## config.mk

```make
export PLATFORM = sky130hd
export DESIGN_NAME = touch_region_handler_table
export DESIGN_NICKNAME = d
export VERILOG_FILES = /design/src/hdl/trht_pkg.sv /design/src/hdl/trht_cell.sv /design/src/hdl/touch_region_handler_table.sv
export SDC_FILE = /design/constraint.sdc
export NUM_CORES = 2
export LEC_CHECK = 0
export BUFFER_PORTS_ARGS = -buffer_cell sky130_fd_sc_hd__buf_2
export CAP_MARGIN = 25
export CORE_AREA = 2 2 464 466
export CTS_BUF_LIST = sky130_fd_sc_hd__clkbuf_4
export CTS_CLUSTER_SIZE = 30
export DETAILED_ROUTE_END_ITERATION = 7
export DIE_AREA = 0 0 466 468
export HOLD_SLACK_MARGIN = 0.03
export PLACE_DENSITY = 0.54
export SYNTH_ARGS = -nofsm -noshare
export SYNTH_HDL_FRONTEND = slang
export SYNTH_SLANG_ARGS = --single-unit
```

## constraint.sdc

```tcl
create_clock -name clk_i -period 13 [get_ports clk_i]
set_clock_uncertainty 0.2 [all_clocks]
set_input_delay 1.3 -clock clk_i [delete_from_list [all_inputs] [get_ports clk_i]]
set_output_delay 1.3 -clock clk_i [all_outputs]
set_load 0.01 [all_outputs]
```

## src/hdl/trht_pkg.sv

```systemverilog
`default_nettype none

package trht_pkg;

  localparam int TABLE_ENTRIES = 16;
  localparam int IDX_W = (TABLE_ENTRIES > 1) ? $clog2(TABLE_ENTRIES) : 1;
  localparam int CNT_W = $clog2(TABLE_ENTRIES + 1);

  localparam int COORD_W   = 12;
  localparam int TYPE_W    = 3;
  localparam int HANDLER_W = 8;
  localparam int SLOT_W    = 4;
  localparam int USED_W    = 5;

  typedef enum logic [1:0] {
    KIND_REGISTER   = 2'd0,
    KIND_UNREGISTER = 2'd1,
    KIND_CHECK      = 2'd2,
    KIND_CLEAR      = 2'd3
  } kind_e;

  typedef enum logic [1:0] {
    STATUS_OK        = 2'd0,
    STATUS_NOT_FOUND = 2'd1,
    STATUS_FULL      = 2'd2,
    STATUS_EMPTY     = 2'd3
  } status_e;

  // swipe events occupy a contiguous code range
  localparam logic [TYPE_W-1:0] EVT_SWIPE_FIRST = 3'd1;
  localparam logic [TYPE_W-1:0] EVT_SWIPE_LAST  = 3'd4;

  typedef enum logic [1:0] {
    ST_IDLE = 2'b01,
    ST_EXEC = 2'b10
  } state_e;

  typedef struct packed {
    kind_e                kind;
    logic [TYPE_W-1:0]    event_type;
    logic [COORD_W-1:0]   region_x_first;
    logic [COORD_W-1:0]   region_x_last;
    logic [COORD_W-1:0]   region_y_first;
    logic [COORD_W-1:0]   region_y_last;
    logic [COORD_W-1:0]   touch_x;
    logic [COORD_W-1:0]   touch_y;
    logic [HANDLER_W-1:0] handler_in;
  } in_t;

  typedef struct packed {
    status_e              status;
    logic [HANDLER_W-1:0] handler_out;
    logic [SLOT_W-1:0]    slot_index;
    logic [USED_W-1:0]    entries_used;
  } out_t;

  typedef struct packed {
    logic [TYPE_W-1:0]    event_type;
    logic [COORD_W-1:0]   x_first;
    logic [COORD_W-1:0]   x_last;
    logic [COORD_W-1:0]   y_first;
    logic [COORD_W-1:0]   y_last;
    logic [HANDLER_W-1:0] handler;
  } entry_t;

  // broadcast from the controller to every cell
  typedef struct packed {
    logic   load;         // evaluate match flags against the incoming item
    logic   upd_handler;  // first matching cell takes the new handler
    logic   append;       // cell at the fill position takes the new entry
    logic   shift;        // cells at and after the hit take their neighbor
    entry_t wr_entry;
  } cell_cmd_t;

  function automatic logic is_swipe(input logic [TYPE_W-1:0] t);
    return (t >= EVT_SWIPE_FIRST) && (t <= EVT_SWIPE_LAST);
  endfunction

  function automatic logic [SLOT_W-1:0] idx_to_slot(input logic [IDX_W-1:0] idx);
    logic [IDX_W+SLOT_W-1:0] w;
    w = {{SLOT_W{1'b0}}, idx};
    return w[SLOT_W-1:0];
  endfunction

  function automatic logic [SLOT_W-1:0] cnt_to_slot(input logic [CNT_W-1:0] cnt);
    logic [CNT_W+SLOT_W-1:0] w;
    w = {{SLOT_W{1'b0}}, cnt};
    return w[SLOT_W-1:0];
  endfunction

  function automatic logic [USED_W-1:0] cnt_to_used(input logic [CNT_W-1:0] cnt);
    logic [CNT_W+USED_W-1:0] w;
    w = {{USED_W{1'b0}}, cnt};
    return w[USED_W-1:0];
  endfunction

endpackage

`default_nettype wire

```

## src/hdl/trht_cell.sv

```systemverilog
`default_nettype none

module trht_cell (
  input  wire                                  clk_i,
  input  wire logic [trht_pkg::IDX_W-1:0]     idx_i,
  input  wire logic [trht_pkg::CNT_W-1:0]     count_i,
  input  wire trht_pkg::in_t                   item_i,
  input  wire trht_pkg::cell_cmd_t             cmd_i,
  input  wire trht_pkg::entry_t                nbr_entry_i,
  output trht_pkg::entry_t                     entry_o,
  input  wire logic                            found_i,
  output logic                                 found_o,
  output logic [trht_pkg::IDX_W-1:0]           slot_o,
  output logic [trht_pkg::HANDLER_W-1:0]       handler_o
);

  trht_pkg::entry_t entry_q;
  logic             match_q, match_d;
  logic             valid, same, in_rect, hit, first;

  assign valid = {{(trht_pkg::CNT_W - trht_pkg::IDX_W){1'b0}}, idx_i} < count_i;

  assign same = (entry_q.event_type == item_i.event_type) &&
                (entry_q.x_first == item_i.region_x_first) &&
                (entry_q.x_last  == item_i.region_x_last)  &&
                (entry_q.y_first == item_i.region_y_first) &&
                (entry_q.y_last  == item_i.region_y_last);

  assign in_rect = (item_i.touch_x >= entry_q.x_first) && (item_i.touch_x <= entry_q.x_last) &&
                   (item_i.touch_y >= entry_q.y_first) && (item_i.touch_y <= entry_q.y_last);

  always_comb begin
    unique case (item_i.kind)
      trht_pkg::KIND_REGISTER:   hit = same;
      trht_pkg::KIND_UNREGISTER: hit = same && (entry_q.handler == item_i.handler_in);
      trht_pkg::KIND_CHECK:      hit = (entry_q.event_type == item_i.event_type) &&
                                       (trht_pkg::is_swipe(entry_q.event_type) || in_rect);
      default:                   hit = 1'b0;
    endcase
    match_d = valid && hit;
  end

  always_ff @(posedge clk_i) begin
    if (cmd_i.load) begin
      match_q <= match_d;
    end
  end

  // priority chain: only the lowest matching cell is the selected one
  assign first   = match_q && !found_i;
  assign found_o = found_i || match_q;

  assign slot_o    = first ? idx_i : '0;
  assign handler_o = first ? entry_q.handler : '0;
  assign entry_o   = entry_q;

  always_ff @(posedge clk_i) begin
    if (cmd_i.upd_handler && first) begin
      entry_q.handler <= cmd_i.wr_entry.handler;
    end else if (cmd_i.append &&
                 ({{(trht_pkg::CNT_W - trht_pkg::IDX_W){1'b0}}, idx_i} == count_i)) begin
      entry_q <= cmd_i.wr_entry;
    end else if (cmd_i.shift && found_o) begin
      entry_q <= nbr_entry_i;
    end
  end

endmodule

`default_nettype wire

```

## src/hdl/touch_region_handler_table.sv

```systemverilog
// After its input transfer an item is compared (match flags registered), then updated.
// A new item is taken only after the last is committed; each cell registers its match
// flag in the accept cycle and the priority chain picks and commits in the update state.
// A stalled output holds the update cycle until the result register frees up.
// Reset empties the table (count zero) and clears control; entry contents are
// undefined until written.
`default_nettype none

module touch_region_handler_table (
  input  wire                 clk_i,
  input  wire                 rst_ni,
  input  wire                 in_valid_i,
  output logic                in_ready_o,
  input  wire trht_pkg::in_t  in_data_i,
  output logic                out_valid_o,
  input  wire                 out_ready_i,
  output trht_pkg::out_t      out_data_o
);

  localparam int N = trht_pkg::TABLE_ENTRIES;

  trht_pkg::state_e                  state_q, state_d;
  trht_pkg::in_t                     op_q;
  logic [trht_pkg::CNT_W-1:0]        count_q, count_d;
  trht_pkg::out_t                    out_q, out_d;
  logic                              out_valid_q;
  logic                              in_xfer, exec_fire;
  trht_pkg::cell_cmd_t               cmd;

  trht_pkg::entry_t                  entries [N];
  logic [N:0]                        found;
  logic [trht_pkg::IDX_W-1:0]        cell_slot [N];
  logic [trht_pkg::HANDLER_W-1:0]    cell_handler [N];
  logic [trht_pkg::IDX_W-1:0]        sel_slot;
  logic [trht_pkg::HANDLER_W-1:0]    sel_handler;
  logic                              any_hit;

  assign in_ready_o  = (state_q == trht_pkg::ST_IDLE);
  assign in_xfer     = in_valid_i && in_ready_o;
  assign exec_fire   = (state_q == trht_pkg::ST_EXEC) && (!out_valid_q || out_ready_i);
  assign out_valid_o = out_valid_q;
  assign out_data_o  = out_q;

  assign found[0] = 1'b0;
  assign any_hit  = found[N];

  for (genvar i = 0; i < N; i++) begin : g_cell
    trht_pkg::entry_t nbr;
    if (i == N - 1) begin : g_last
      assign nbr = entries[i];
    end else begin : g_mid
      assign nbr = entries[i+1];
    end

    trht_cell u_cell (
      .clk_i       (clk_i),
      .idx_i       (trht_pkg::IDX_W'(i)),
      .count_i     (count_q),
      .item_i      (in_data_i),
      .cmd_i       (cmd),
      .nbr_entry_i (nbr),
      .entry_o     (entries[i]),
      .found_i     (found[i]),
      .found_o     (found[i+1]),
      .slot_o      (cell_slot[i]),
      .handler_o   (cell_handler[i])
    );
  end

  // at most one cell drives nonzero values
  always_comb begin
    sel_slot    = '0;
    sel_handler = '0;
    for (int i = 0; i < N; i++) begin
      sel_slot    = sel_slot | cell_slot[i];
      sel_handler = sel_handler | cell_handler[i];
    end
  end

  always_comb begin
    cmd                     = '0;
    cmd.load                = in_xfer;
    cmd.wr_entry.event_type = op_q.event_type;
    cmd.wr_entry.x_first    = op_q.region_x_first;
    cmd.wr_entry.x_last     = op_q.region_x_last;
    cmd.wr_entry.y_first    = op_q.region_y_first;
    cmd.wr_entry.y_last     = op_q.region_y_last;
    cmd.wr_entry.handler    = op_q.handler_in;

    count_d          = count_q;
    out_d.status     = trht_pkg::STATUS_NOT_FOUND;
    out_d.handler_out = '0;
    out_d.slot_index = '0;

    if (op_q.kind == trht_pkg::KIND_REGISTER) begin
      if (any_hit) begin
        cmd.upd_handler  = exec_fire;
        out_d.status     = trht_pkg::STATUS_OK;
        out_d.slot_index = trht_pkg::idx_to_slot(sel_slot);
      end else if (count_q < trht_pkg::CNT_W'(N)) begin
        cmd.append       = exec_fire;
        out_d.status     = trht_pkg::STATUS_OK;
        out_d.slot_index = trht_pkg::cnt_to_slot(count_q);
        count_d          = count_q + trht_pkg::CNT_W'(1);
      end else begin
        out_d.status     = trht_pkg::STATUS_FULL;
      end
    end else if (count_q == '0) begin
      out_d.status = trht_pkg::STATUS_EMPTY;
    end else begin
      case (op_q.kind)
        trht_pkg::KIND_UNREGISTER: begin
          if (any_hit) begin
            cmd.shift        = exec_fire;
            out_d.status     = trht_pkg::STATUS_OK;
            out_d.slot_index = trht_pkg::idx_to_slot(sel_slot);
            count_d          = count_q - trht_pkg::CNT_W'(1);
          end
        end
        trht_pkg::KIND_CHECK: begin
          if (any_hit) begin
            out_d.status      = trht_pkg::STATUS_OK;
            out_d.handler_out = sel_handler;
            out_d.slot_index  = trht_pkg::idx_to_slot(sel_slot);
          end
        end
        default: begin
          out_d.status = trht_pkg::STATUS_OK;
          count_d      = '0;
        end
      endcase
    end
    out_d.entries_used = trht_pkg::cnt_to_used(count_d);
  end

  always_comb begin
    state_d = state_q;
    unique case (state_q)
      trht_pkg::ST_IDLE: if (in_xfer)   state_d = trht_pkg::ST_EXEC;
      trht_pkg::ST_EXEC: if (exec_fire) state_d = trht_pkg::ST_IDLE;
      default:                          state_d = trht_pkg::ST_IDLE;
    endcase
  end

  always_ff @(posedge clk_i or negedge rst_ni) begin
    if (!rst_ni) begin
      state_q     <= trht_pkg::ST_IDLE;
      count_q     <= '0;
      out_valid_q <= 1'b0;
    end else begin
      state_q <= state_d;
      if (exec_fire) begin
        count_q     <= count_d;
        out_valid_q <= 1'b1;
      end else if (out_ready_i) begin
        out_valid_q <= 1'b0;
      end
    end
  end

  always_ff @(posedge clk_i) begin
    if (in_xfer) begin
      op_q <= in_data_i;
    end
    if (exec_fire) begin
      out_q <= out_d;
    end
  end

endmodule

`default_nettype wire

```

* Word level (Yosys, flattened, before mapping) *
Index checks and enable logic that the tools add are counted.

cells by class
  $add $sub $neg = 2
  $mul = 0
  divide/modulo/power cells = 0
  $lt $le $gt $ge = 113
  eq/ne operators = 119
  shift-type cells = 0
  multiplexer cells = 125
  bitwise operators = 47
  reductions and logical operators = 341

operators with widths
  operator                                                           number
  two-way mux 59 bit                                                 30
  equality test 12 bit                                               64
  greater-or-equal comparator 12 bit                                 32
  less-or-equal comparator 12 bit                                    32
  two-way mux 8 bit                                                  33
  logical AND 1 bit                                                  240
  equality test 8 bit                                                16
  bitwise OR 8 bit                                                   15
  bitwise OR 4 bit                                                   14
  two-way mux 4 bit                                                  13
  equality test 3 bit                                                16
  greater-or-equal comparator 3 x 1 -> 1 bit, second input constant  16
  less-or-equal comparator 3 bit, second input constant              16
  case mux 1 bit (3 select lines)                                    16
  nonzero test 3 bit                                                 15
  equality test 4 x 5 -> 1 bit, first input constant                 8
  < comparator 4 x 5 -> 1 bit, first input constant                  8
  AND reduction 2 bit                                                17
  nonzero test 2 bit                                                 17
  logical OR 1 bit                                                   32
  two-way mux 5 bit                                                  5
  equality test 3 x 5 -> 1 bit, first input constant                 4
  < comparator 3 x 5 -> 1 bit, first input constant                  4
  two-way mux 2 bit                                                  9
  23 further kinds                                                   75

word-level totals
  bits in registers = 1048
  latch bits = 0
  bits in writable memories = 0
  memory bits (read-only) = 0
  input port bits = 89
  output and inout port bits = 21
  logic and storage cells = 873
  memories = 0

* Longest topological paths before layout *
  depth after elaboration = 23
  mapped depth = 11
  mapped depth without buffers = 9

* Modules after synthesis *
A second synthesis with hierarchy kept.

second synthesis, totals
  cell total of the unflattened synthesis = 6912
  area total of the unflattened synthesis = 77637.0 sq um

modules (own cells, without submodules)
  module                             instances  cells an instance  area an instance (sq um)  seq. area each (sq um)
  trht_cell at g_cell[0].u_cell ...  11         414                4618.2                    1801.7
  trht_cell at g_cell[6].u_cell ...  4          419                4619.4                    1801.7
  trht_cell at g_cell[5].u_cell      1          415                4623.2                    1801.7
  touch_region_handler_table         1          267                3736.1                    2603.7

* Worst setup path after synthesis *
Ideal clock, no wire load.

  path kind = input to register
  start point = input out_ready_i
  end point = register g_cell[11].u_cell.entry_q, in the netlist g_cell[11].u_cell.entry_o[0] (enable)
  library setup time = 329 ps
  arrival = 6326 ps
  data required time = 12471 ps
  setup slack = 6145 ps
  stages = 6
  path buffers = 0
  path through = nand2b_1 -> nand2_1 -> inv_2 -> nand4_1 -> o21ai_0 -> a21o_1

on the way
  cells in the longest elaborated chain, start to end = 8
  elaborated cells between the ends (all ways) = 13
  classes of those cells = mux (7); reduce/logical (6)

ends and longest elaborated chain
  element                         line                                                                 source
  start: declaration              touch_region_handler_table.sv:16                                     input wire out_ready_i,
  logical OR 1 bit *              touch_region_handler_table.sv:40                                     assign exec_fire = (state_q == trht_pkg::ST_EXEC) && (!out_valid_q || out_ready_i);
  logical AND 1 bit *             touch_region_handler_table.sv:40
  named net exec_fire             touch_region_handler_table.sv:27                                     logic in_xfer, exec_fire;
  two-way mux 1 bit               touch_region_handler_table.sv:96, touch_region_handler_table.sv:113
  two-way mux 1 bit               touch_region_handler_table.sv:111                                    case (op_q.kind)
  two-way mux 1 bit               touch_region_handler_table.sv:108                                    end else if (count_q == '0) begin
  two-way mux 1 bit               touch_region_handler_table.sv:95                                     if (op_q.kind == trht_pkg::KIND_REGISTER) begin
  logical AND 1 bit               trht_cell.sv:63                                                      end else if (cmd_i.shift && found_o) begin
  nonzero test 3 bit (no line) *  -
  end signal: assignment          trht_cell.sv:62                                                      entry_q <= cmd_i.wr_entry;
  end signal: assignment          trht_cell.sv:64                                                      entry_q <= nbr_entry_i;
  end: declaration                trht_cell.sv:17                                                      trht_pkg::entry_t entry_q;

Mark *: on every way through the listed nets, which the timed path passes. The rest lies on a longest branch.
A chain may end at the register's enable or synchronous reset.

* Worst setup path after layout *
  start point = register g_cell[3].u_cell.match_q
  end point = register g_cell[2].u_cell.entry_q, in the netlist g_cell[2].u_cell.entry_o[5] (enable)

on the way
  cells in the longest elaborated chain, start to end = 19
  elaborated cells between the ends (all ways) = 23
  classes of those cells = mux (6); reduce/logical (17)

ends and longest elaborated chain
  element                            line                                                                 source
  start: declaration                 trht_cell.sv:18                                                      logic match_q, match_d;
  start signal: assignment           trht_cell.sv:45                                                      match_q <= match_d;
  logical OR 1 bit * (13 in series)  trht_cell.sv:51                                                      assign found_o = found_i || match_q;
  two-way mux 1 bit                  touch_region_handler_table.sv:96, touch_region_handler_table.sv:113
  two-way mux 1 bit                  touch_region_handler_table.sv:111
  two-way mux 1 bit                  touch_region_handler_table.sv:108
  two-way mux 1 bit                  touch_region_handler_table.sv:95
  logical AND 1 bit                  trht_cell.sv:63
  nonzero test 3 bit (no line) *     -
  end signal: assignment             trht_cell.sv:62
  end signal: assignment             trht_cell.sv:64
  end: declaration                   trht_cell.sv:17

Every way passes the cells marked *; elsewhere a longest branch is shown, timed or not.

==> impl_summary.txt <==
----------------------------------------------------
[Run status]
  Outcome ... finished clean

[STA]
  Achievable frequency ... 200.5 MHz
  Crit path time final ... 4.988 ns
  Final Max Slew Viols ... 0
  Setup repair after global routing missed its margin ... false
  Hold slack ... 0.1411 ns
  Final Setup Violations ... 0
  Final worst path period share ... 38.37%
  Worst slew margin ... 16.79%
  Final worst-path setup slack ... 8.012 ns
  Fin. Hold Viols ... 0
  Worst Max-Slew Pin Slew ... 1.217 ns
  Sum of negative setup slack ... 0 ns

[Global routing]
  Initial antenna violation count ... 12
  Total track usage ... 26.74%
  Pin count of the biggest net entering global routing ... 66
  Vias in the first global route ... 55830
  First-pass GRT wire length ... 413800 um
  Total overflow reported by the global router ... 0

[Min path]
  Path category of the worst min-delay check ... in -> async

[Die]
  Die height ... 468 um
  Row Count ... 170
  Starting utilization of the core area ... 34.82%
  Die Footprint ... 218100 um2
  Boundary pin count ... 110
  Floorplan die width ... 466 um
  Core region area ... 213300 um2

[Yosys]
  Share of the yosys chip area belonging to registers ... 42.31%
  Total standard cell area after synthesis ... 74290 um2
  Post-Syn Instances ... 6581
  Syn nets ... 7447
  Post-synthesis sequential element count ... 1048
  Number of flops mapped to enable cells by yosys ... 1040
  Commonest register cell after synthesis ... sky130_fd_sc_hd__edfxtp_1
  Number of distinct library cells after synthesis ... 81
  Share of synthesized flip-flops with an asynchronous set or reset ... 0.7634%
  Count of synthesis-stage warnings from yosys ... 0
  Average cell area after synthesis ... 11.29 um2

[Worst setup path]
  Critical path's largest stage delay ... 0.66 ns
  Critical-path cell with the highest stage delay ... sky130_fd_sc_hd__edfxtp_1
  Endpoint class of the critical path ... register
  Worst-path cell chain ... nor4_4 -> nand4_1 -> or2_1 -> nor3_4 -> buf_16 -> nand3_4 -> o21ai_2 -> o21bai_1
  Depth of the most critical reg-to-reg path ... 8
  Highest net fanout along the worst path ... 53
  Worst Path Class, Setup ... reg -> reg
  Critical path startpoint category ... register
  Critical path required time ... 13.72 ns
  Reg-to-reg critical path endpoint ... g_cell[2].u_cell.entry_o[5]
  Critical Path AT ... 5.71 ns
  Timing startpoint of the critical path ... g_cell[3].u_cell.match_q
  Setup slack of the most critical reg-to-reg path ... 8.01 ns
  Startpoint of the worst-slack reg-to-reg timing path ... g_cell[3].u_cell.match_q

[Layout]
  Post-layout net count ... 7722
  Final cell count without fillers ... 9916
  Most common library cell in the layout ignoring fill and taps ... sky130_fd_sc_hd__edfxtp_1
  Area overhead of the layout relative to synthesis ... 10.74%
  Commonest non-fill, non-tap cells in the layout ... sky130_fd_sc_hd__edfxtp_1 (1040), sky130_fd_sc_hd__mux2_2 (822), sky130_fd_sc_hd__ha_1 (777)
  Filler Cell Count ... 20840
  Final standard cell utilization of the core ... 38.56%
  Layout cell share with drive strength beyond 1 ... 22.72%

[Detailed routing]
  Detail Route Antenna Nets ... 0
  Average wire length per cell after detail routing ... 29.96 um
  DRC viols ... 0
  Detailed Route Iter0 Violations ... 4962
  Total number of vias ... 55070
  Router iterations before antenna repair ... 5
  Via-per-instance ratio ... 5.553
  Total wirelength of the detailed-routed design ... 297100 um

[Power]
  Power density over the cells ... 99.54 nW/um2
  Maximum ir drop on the vdd rail ... 0.09370 mV
  Leakage component of the power ... 0.03290 uW

[CTS]
  Cell chosen for the clock root ... sky130_fd_sc_hd__clkbuf_4
  TritonCTS clock tree ... done
  Clock transition time at the flip-flop clock pins of the worst setup and hold paths ... 0.08 ns
  Maximum clock insertion buffer count ... 4
  Depth of the CTS H-tree ... 5
  Count of instances resized after the clock tree is built ... 0
  Insertion delay to the later sink of the worst-skew pair ... 1.38 ns
  Number of buffers created by CTS ... 324
  Number of clock sinks ... 1048

[Place]
  PortBufs ... 109
  Sum of net half-perimeters after detailed placement ... 226600 um
  Worst slack at placement ... 7.755 ns
  Final weighted congestion in routability-driven placement ... 0.9660
  Instance count after placement with tap cells included ... 9362

[Run]
  Number of maximum-capacitance violations ... 0

----------------------------------------------------
-- worst max-delay path, delay by kind of cell (launching register included) --
family / cells / cell delay, ns
AND/OR/NAND/NOR: 5 / 2.53
buffers and inverters: 1 / 0.23
flip-flops: 1 / 0.66
AO/OA/AOI/OAI: 2 / 0.92
-- synthesized netlist by cell type, types with 78 or more instances --
library cell,instances,area share [%]
sky130_fd_sc_hd__inv_1,740,3.7
sky130_fd_sc_hd__mux2_2,822,12
sky130_fd_sc_hd__nand2_1,216,1.1
sky130_fd_sc_hd__nand4_1,208,1.8
sky130_fd_sc_hd__a21oi_1,247,1.7
sky130_fd_sc_hd__nand3_1,78,0.53
sky130_fd_sc_hd__nor2_1,127,0.64
sky130_fd_sc_hd__nor4_1,166,1.4
sky130_fd_sc_hd__o21ai_0,218,1.5
sky130_fd_sc_hd__xor2_1,566,6.7
sky130_fd_sc_hd__edfxtp_1,1040,42
sky130_fd_sc_hd__xnor2_1,396,4.7
sky130_fd_sc_hd__clkbuf_1,221,1.1
sky130_fd_sc_hd__ha_1,777,13
-- worst max path at each step --
stage,end,slack (ns),depth (start not counted)
3_3_place_gp,g_cell[6].u_cell.match_q,7.35,11
3_5_place_dp,g_cell[15].u_cell.match_q,7.75,9
4_1_cts,g_cell[2].u_cell.entry_o[5],8.10,8
5_1_grt,g_cell[2].u_cell.entry_o[5],7.81,8
2_1_floorplan,g_cell[11].u_cell.entry_o[0],6.15,6
6_report,g_cell[2].u_cell.entry_o[5],8.01,8
-- flip-flops by register name, summed over array words and instances (netlist names) --
name and cells:
g_cell.u_cell.entry_o 944, cmd 59, out_data_o 19, g_cell.u_cell.match_q 16, count_q 5, op_q 2, state_q 2, out_valid_o 1
-- report_power, final --
group | switching, uW | internal [uW]
Combinational | 750 | 325
Clock | 1560 | 1640
Sequential | 160 | 3750
Total | 2480 | 5710
-- metal layers --
| layer | GRT usage (%) | vias up | wire length [um] | part of all wire (%) |
|---|---|---|---|---|
| li1 | - | 24720 | - | - |
| met1 | 34.44 | 27550 | 125700 | 42 |
| met2 | 42.15 | 2149 | 133300 | 45 |
| met3 | 3.488 | 650 | 16600 | 5.6 |
| met4 | 17.54 | 4 | 21500 | 7.2 |
| met5 | 0 | - | 24 | 0.0081 |
-- final cells by class --
cell class	count	area [um2]	area share, %
Tap cell	2838	3551	4.316
Clock inverter	71	327.8	0.3984
Timing Repair Buffer	252	1693	2.058
Clock buffer	458	3438	4.179
Sequential cell	1048	31430	38.20
Antenna cell	19	47.55	0.05779
Inverter	742	2785	3.385
Multi-Input combinational cell	4488	39000	47.40
-- metrics by stage --
step                area, um2  total power [uW]
finish                  82270              8190
global route            82260              8491
CTS                     82160              8232
detailed placement      78380              5022
global placement        78240              5005
floorplan               74290              4451
-- repair_timing --
item                      4_1_cts  5_1_grt
hold endpoints to repair       11        0
hold buffers                    2        0
setup buffers                   0        0
-- cells by family after synthesis --
family                   synth area share [%]
buffers and inverters                   5.379
multiplexers                            12.81
AND/OR/NAND/NOR                         7.436
flip-flops                              42.31
XOR/XNOR                                11.34
AO/OA/AOI/OAI                           7.644
adder cells (fa/ha/maj)                 13.09
Note: power is estimated with default switching activity, not from simulation.
